===== src/rtl/core/nzp_pkg.sv =====
// ----------------------------------------------------------------------------
// Nested zone profiler package
// Shared types and constants for the controller and the datapath.
// ----------------------------------------------------------------------------
`default_nettype none

package nzp_pkg;

  localparam int ZONE_ID_W = 10;
  localparam int TIME_W    = 64;
  localparam int DEPTH_W   = 7;
  localparam int IN_DATA_W = 144;
  localparam int OUT_DATA_W = 280;

  typedef enum logic [1:0] {
    CMD_BEGIN = 2'd0,
    CMD_END   = 2'd1,
    CMD_READ  = 2'd2,
    CMD_NONE  = 2'd3
  } cmd_t;

  typedef enum logic [1:0] {
    ST_OK       = 2'd0,
    ST_FULL     = 2'd1,
    ST_EMPTY    = 2'd2,
    ST_MISMATCH = 2'd3
  } status_t;

  typedef enum logic [2:0] {
    S_CLEAR,
    S_IDLE,
    S_EVAL,
    S_CUR_WR,
    S_PAR_STK,
    S_PAR_ZONE,
    S_DONE
  } state_t;

  typedef struct packed {
    logic               seen;
    logic [DEPTH_W-1:0] level;
    logic [TIME_W-1:0]  bytes;
    logic [TIME_W-1:0]  hits;
    logic [TIME_W-1:0]  excl;
    logic [TIME_W-1:0]  incl;
  } zent_t;

  typedef struct packed {
    logic    clr_wr;
    logic    accept;
    logic    eval;
    status_t code;
    logic    push;
    logic    pop;
    logic    cur_wr;
    logic    par_zone_rd;
    logic    par_wr;
    logic    out_load;
  } ctl_t;

  typedef struct packed {
    cmd_t cmd;
    logic full;
    logic empty;
    logic mismatch;
    logic has_parent;
    logic out_free;
    logic clr_last;
  } sts_t;

endpackage

`default_nettype wire


===== src/rtl/core/nzp_ctrl.sv =====
// ----------------------------------------------------------------------------
// Nested zone profiler controller
// Sequences the clearing pass and the memory steps of each event.
// ----------------------------------------------------------------------------
`default_nettype none

module nzp_ctrl
  import nzp_pkg::*;
(
  input  wire  logic clk,
  input  wire  logic rst_n,
  input  wire  logic in_valid,
  output logic       in_ready,
  input  wire  sts_t sts,
  output ctl_t       ctl
);

  state_t state_r, state_nxt;

  always_ff @(posedge clk) begin
    if (!rst_n) begin
      state_r <= S_CLEAR;
    end else begin
      state_r <= state_nxt;
    end
  end

  always_comb begin
    state_nxt = state_r;
    ctl       = '0;
    ctl.code  = ST_OK;
    in_ready  = 1'b0;
    unique case (state_r)
      S_CLEAR: begin
        ctl.clr_wr = 1'b1;
        if (sts.clr_last) begin
          state_nxt = S_IDLE;
        end
      end
      S_IDLE: begin
        in_ready   = 1'b1;
        ctl.accept = in_valid;
        if (in_valid) begin
          state_nxt = S_EVAL;
        end
      end
      S_EVAL: begin
        ctl.eval  = 1'b1;
        state_nxt = S_DONE;
        unique case (sts.cmd)
          CMD_BEGIN: begin
            if (sts.full) begin
              ctl.code = ST_FULL;
            end else begin
              ctl.push = 1'b1;
            end
          end
          CMD_END: begin
            if (sts.empty) begin
              ctl.code = ST_EMPTY;
            end else if (sts.mismatch) begin
              ctl.code = ST_MISMATCH;
            end else begin
              ctl.pop   = 1'b1;
              state_nxt = S_CUR_WR;
            end
          end
          CMD_READ, CMD_NONE: begin
            ctl.code = ST_OK;
          end
          default: begin
            ctl.code = ST_OK;
          end
        endcase
      end
      S_CUR_WR: begin
        ctl.cur_wr = 1'b1;
        state_nxt  = sts.has_parent ? S_PAR_STK : S_DONE;
      end
      S_PAR_STK: begin
        ctl.par_zone_rd = 1'b1;
        state_nxt       = S_PAR_ZONE;
      end
      S_PAR_ZONE: begin
        ctl.par_wr = 1'b1;
        state_nxt  = S_DONE;
      end
      S_DONE: begin
        if (sts.out_free) begin
          ctl.out_load = 1'b1;
          state_nxt    = S_IDLE;
        end
      end
      default: begin
        state_nxt = S_CLEAR;
      end
    endcase
  end

endmodule

`default_nettype wire


===== config.mk =====
export PLATFORM = sky130hd
export DESIGN_NAME = nzp_ctrl
export DESIGN_NICKNAME = d
export VERILOG_FILES = /design/src/rtl/core/nzp_pkg.sv /design/src/rtl/core/nzp_ctrl.sv
export SDC_FILE = /design/constraint.sdc
export NUM_CORES = 1
export LEC_CHECK = 0
export BUFFER_PORTS_ARGS = -buffer_cell sky130_fd_sc_hd__buf_4
export CELL_PAD_IN_SITES_DETAIL_PLACEMENT = 1
export CELL_PAD_IN_SITES_GLOBAL_PLACEMENT = 2
export CORE_UTILIZATION = 15
export DETAILED_ROUTE_END_ITERATION = 12
export HOLD_SLACK_MARGIN = 0.02
export PLACE_DENSITY = 0.67
export SETUP_SLACK_MARGIN = 0.15
export SLEW_MARGIN = 10
export SYNTH_ARGS = -nofsm -noshare
export SYNTH_HDL_FRONTEND = slang
export SYNTH_SLANG_ARGS = --single-unit

===== constraint.sdc =====
create_clock -name clk -period 1.3 [get_ports clk]
set_clock_uncertainty 0.05 [all_clocks]
set_input_delay 0 -clock clk [delete_from_list [all_inputs] [get_ports clk]]
set_output_delay 0 -clock clk [all_outputs]
set_load 0.03 [all_outputs]

==> results of run 1 <==
## final cells by class
class	instances	area, um^2
Clock buffer	4	26.3
Fill cell	220	1020
Timing Repair Buffer	34	327
Tap cell	25	31.3
Multi-Input combinational cell	33	320
Sequential cell	3	66.3
Inverter	2	7.51
## cells in the final DEF (no fill, tap or decap), types with 2 or more instances in the layout
cell and instances:
a21oi_1 3, and2_4 3, buf_4 18, buf_6 13
clkbuf_4 3, dfxtp_2 2, inv_1 2, mux2i_1 2
nand2_1 2, nand3b_1 3, nor2_1 2, nor2b_1 2
nor3_4 3, nor3b_4 3
## metrics by stage
step	instances	util, %	TNS [ns]	worst slack [ns]
after global routing	101	43.2	-1.88	-0.201
final	101	43.2	-1.04	-0.124
after floorplan	41	-	-0.405	-0.166
after detailed placement	89	33.1	-0.0553	-0.0290
after CTS	97	38.9	-0.943	-0.167
after global placement	89	33.1	-0.0341	-0.0291
## cell families (layout without fill, tap and decap cells)
family                 after synthesis  after routing  share of synthesized area [%]
multiplexers                         3              3                           10.4
AND/OR/NAND/NOR                     22             22                           45.4
flip-flops                           3              3                           20.0
AO/OA/AOI/OAI                        8              8                           17.5
buffers and inverters                5             40                           6.67
## worst paths after layout
| path | start | endpoint | slack (ns) |
|---|---|---|---|
| worst max-delay path | state_r[0] | ctl[9] | -0.12 |
| worst min-delay path | sts[1] | state_r[1] | 0.11 |
| worst max register to register | state_r[0] | state_r[0] | -0.10 |
| worst min register to register | state_r[1] | state_r[1] | 0.58 |
## what timing repair did
item / in CTS / in global routing
hold buffers: 1 / 0
pin swaps: 6 / 4
endpoints found under the setup margin: 15 / 15
endpoints found under the hold margin: 3 / 0
resized for setup: 12 / 11
buffers inserted: 3 / 4
## layer usage
metal / up-vias / part of all wire [%] / global-route usage [%]
li1: 220 / - / -
met2: 24 / 53 / 19.7
met5: - / 0 / 0
met4: 0 / 0 / 1.71
met3: 0 / 8.2 / 3.85
met1: 197 / 38 / 12.7
## Yosys cell counts, drive strengths merged (2+ instances only)
library cell	count	area (um^2)
nand2b	2	12.5
dfxtp	3	60.1
nor2	3	11.3
nor2b	2	12.5
a21oi	4	20.0
nand2	2	7.51
nor3	3	15.0
clkbuf	2	7.51
mux2i	2	20.0
and2	3	18.8
inv	2	7.51
nor3b	3	22.5
nand3b	3	22.5
## power groups by stage
stage                     clock network, mW  registers [mW]  logic (mW)
final                                 0.164           0.235        1.25
after global routing                  0.178           0.246        1.34
after CTS                             0.171           0.236        1.04
after detailed placement                  0           0.237       0.912
after global placement                    0           0.234       0.911
after floorplan                           0           0.179       0.705
## worst min-delay path: stages
cell and delay [ns]:
buf_4 0.08, o32a_1 0.18, a21oi_1 0.08
==> impl_results.md, run 1 <==
- Outcome: complete, but fails checks
- Failing checks: setup timing
- Predominant post-synthesis flop cell: dfxtp_1
- First-pass GRT wire length: 1770 um
- Max incr delay on CP: 0.35 ns
- Slew Limit Fails: 0
- Vias per cell: 4.37
- GRT Overall Usage: 11.0%
- Distinct cells, synth: 20
- Max-Cap Viols: 0
- Buf/Inv on CP: 4
- Clk network pwr share: 9.9%
- Hold Path Class: in -> reg
- Hold slack: 0.105 ns
- Setup-failing EPs final: 13
- Post-Syn Area: 300 um^2
- Die width: 46.7 um
- Maximum root-to-sink buffer count: 2
- Gate power share: 75.9%
- Starting Density: 16.7%
- I/O pin count: 23
- Critical setup path kind: reg -> out
- TritonCTS buffer count: 3
- R2R cell count: 6
- Reg clk slew, reported paths: 0.04 ns
- Final hold vios: 0
- Total Power: 1.65 mW
- Flops & latches, synth: 3
- Max transition margin: 82.1%
- # rows: 15
- Largest net degree at the start of global routing: 9
- Drt initial violations: 3
- Post-DP HPWL: 794 um
- Crit path max-delay family: buffers and inverters
- Worst VDD drop: 0.000770 V
- Sequential share of power: 14.2%
- Crit share post-route: 110%
- H-tree depth: 1
- CP Depth: 6
- Gr ovfl total: 0
- Fin crit period: 1.42 ns
- Clock Sinks: 3
- Initial antenna violation count: 0
- Placed Area: 597 um^2
- Largest registers: state_r x3
- GP Congestion: 0.646
- CP max FO: 6
- CTS root buf: clkbuf_4
- Worst Max-Slew Pin Slew: 0.266 ns
- Length of the first detailed-routing pass in iterations: 2
- Synth warnings: 0
- Seq/Total Area, Yosys: 20.0%
- Core area: 1800 um^2
- Layout cells sized above 1: 69.7%
- Area Growth Syn to Fin: 159%
- Die area: 2180 um^2
- Worst path arrival time: 1.37 ns
- # DRC: 0
- Post-route setup slack: -0.124 ns
- Leakage: 0.346 nW
- Worst skew pair latency: 0.23 ns
- Most flop-heavy register: state_r
- Sw frac: 42.5%
- Number of synthesized flops with an enable pin: 0
- Maximum clock rate: 702 MHz
- Post-Route WL: 1060 um
- Max reg flops: 3
- Worst path required time: 1.25 ns
- Die Ht: 46.7 um
- Ant diodes: 0
- Internal power: 0.950 mW
- CP Cell Sequence: buf_12 -> buf_4 -> buf_8 -> nor3b_4 -> and2_4 -> buf_6
- Mapped Cells: 41
- CP Launch Type: flop
- CTS tree: done
- Port bufs: 22
- Synth Net Count: 52
- Post-synth ARST share: 0%
- DR WL/cell: 10.5 um
- Hold depth: 3
- Synth Area per Inst: 7.32 um^2
- Final instance area: 778 um^2
- RSZ-0062 raised after global routing: yes
- Nets: 88
- Switch Pwr: 0.703 mW
- Vias: 441
- P per Cell Area: 2120 nW/um^2
- CP max-delay cell: dfxtp_4
- Worst setup EP type: output pin
- Vias in the first global route: 446
- DRT antenna net count: 0
Power figures use the tool's default switching activity.
==> run 2: changes to the inputs <==
- GPL_TIMING_DRIVEN: unset -> 0
==> run 2 against run 1 <==
Compared with the run above: the flow still finishes with violations (setup timing); largest cell class unchanged; worst hold slack improved by 0.012 ns; via count grew 5.2%; die area stayed put; clock power is 2% lower; final cell count increased by 5.0%; largest power group unchanged.
==> impl_results.md, run 2 (synthesis results as in run 1) <==
- Outcome: complete, but fails checks
- Failing checks: setup timing
- Worst VDD drop: 0.000896 V (+16%)
- Hold Path Class: in -> reg
- GP Congestion: 0.629 (-2.6%)
- Setup-failing EPs final: 11 (-2)
- Die area: 2180 um^2 (unchanged)
- Drt initial violations: 1 (-2)
- Most frequent cells in the layout: 22 x buf_4, 12 x buf_6
- Sw frac: 41.0% (-1.6 points)
- DRT antenna net count: 0 (unchanged)
- DR WL/cell: 11.5 um (+9.3%)
- Commonest non-fill, non-tap cell in the layout: buf_4
- Post-Route WL: 1220 um (+15%)
- CTS root buf: clkbuf_4
- P per Cell Area: 2220 nW/um^2 (+4.6%)
- Clk network pwr share: 8.6% (-1.3 points)
- Starting Density: 16.7% (unchanged)
- Gate power share: 81.0% (+5.1 points)
- Critical setup path kind: reg -> out
- Post-DP HPWL: 791 um (-0.37%)
- Largest net degree at the start of global routing: 11 (+2)
- Vias: 464 (+5.2%)
- Internal power: 1.10 mW (+16%)
- Layout cells sized above 1: 76.5% (+6.8 points)
- Max-Cap Viols: 0 (unchanged)
- Max reg flops: 3 (unchanged)
- I/O pin count: 23 (unchanged)
- RSZ-0062 raised after global routing: yes
- Maximum root-to-sink buffer count: 2 (unchanged)
- Max transition margin: 82.6% (+0.53 points)
- Vias in the first global route: 425 (-4.7%)
- CP Launch Type: flop
- Largest registers: state_r x3
- # rows: 15 (unchanged)
- First-pass GRT wire length: 1690 um (-4.3%)
- Layout Cells excl Fill: 106 (+5.0%)
- Final Util: 46.5% (+3.3 points)
- Port bufs: 22 (unchanged)
- Crit share post-route: 107% (-2.1 points)
- Area Growth Syn to Fin: 179%
- Placed Area: 593 um^2 (-0.63%)
- Worst path required time: 1.25 ns (about the same)
- Die width: 46.7 um (unchanged)
- Maximum clock rate: 716 MHz (+2.0%)
- Worst path arrival time: 1.35 ns (-0.02 ns)
- Fin crit period: 1.40 ns (-0.0276 ns)
- Reg clk slew, reported paths: 0.04 ns (about the same)
- Setup TNS: -0.625 ns (+0.413 ns)
- Final instance area: 838 um^2 (+7.7%)
- Sequential share of power: 10.4% (-3.8 points)
- Slew Limit Fails: 0 (unchanged)
- Nets: 93 (+5.7%)
- Clock Sinks: 3 (unchanged)
- Length of the first detailed-routing pass in iterations: 2 (unchanged)
- Worst skew pair latency: 0.23 ns (about the same)
- Die Ht: 46.7 um (unchanged)
- Most flop-heavy register: state_r
- Ant diodes: 0 (unchanged)
- Gr ovfl total: 0 (unchanged)
- Vias per cell: 4.38 (+0.25%)
- Core area: 1800 um^2 (unchanged)
- Hold depth: 3 (unchanged)
- Initial antenna violation count: 0 (unchanged)
- Leakage: 0.379 nW (+9.4%)
- Dpl cells: 88 (-1.1%)
- GRT Overall Usage: 10.8% (-0.15 points)
- TritonCTS buffer count: 3 (unchanged)
- Worst setup EP type: output pin
- Worst Max-Slew Pin Slew: 0.259 ns (-0.00730 ns)
- Post-route setup slack: -0.0967 ns (+0.0276 ns)
- H-tree depth: 1 (unchanged)
- Total Power: 1.86 mW (+13%)
- Switch Pwr: 0.763 mW (+8.5%)
- R2R cell count: 3 (-3)
- CP max FO: 2 (-4)
- CTS tree: done
- Final hold vios: 0 (unchanged)
- # DRC: 0 (unchanged)
run 2: final timing paths:
check / startpoint / end / slack, ns
worst max-delay path: state_r[2] / ctl[5] / -0.1
worst min-delay path: sts[1] / state_r[1] / 0.12
worst max register to register: state_r[0] / state_r[0] / -0.09
worst min register to register: state_r[0] / state_r[0] / 0.60
run 2: worst max-delay path, stage by stage (launching register included):
cell	delay, ns
dfxtp_2	0.31
buf_8	0.12
nor3b_4	0.20
buf_4	0.16
nand2b_4	0.07
nor3_4	0.12
buf_6	0.15
run 2: per-stage QoR:
stage | setup slack, ns | hold WS (ns)
after floorplan | -0.166 | -0.00897
after global placement | -0.0606 | 0.232
after detailed placement | -0.0628 | 0.236
after CTS | -0.130 | 0.0855
after global routing | -0.179 | 0.130
final | -0.0967 | 0.117
run 2: final cells by class:
class	instances	area (um^2)
inverters	2	7.51
multi-input cells	33	332
flip-flops and latches	3	66.3
repair buffers	36	334
well taps	25	31.3
fillers	234	963
clock buffers	4	26.3
plain buffers	3	41.3
run 2: repair_timing:
action	CTS	global route
setup buffers	5	8
endpoints found under the setup margin	14	15
gates resized for setup	14	15
hold endpoints to repair	3	0
pin swaps	4	8
hold buffers	1	0
run 2: metal layers:
| metal | global-route usage, % | share of wire (%) | up-vias |
|---|---|---|---|
| li1 | - | - | 225 |
| met1 | 10.2 | 37 | 217 |
| met2 | 23.1 | 55 | 22 |
| met3 | 3.85 | 7.3 | 0 |
| met4 | 0 | 0 | 0 |
| met5 | 0 | 0 | - |
run 2: power groups by stage:
stage	Combinational (mW)	Sequential, mW	Clock (mW)
2_1_floorplan	0.705	0.179	0
3_3_place_gp	0.955	0.187	0
3_5_place_dp	0.957	0.187	0
4_1_cts	1.17	0.187	0.170
5_1_grt	1.61	0.201	0.177
6_report	1.51	0.194	0.160
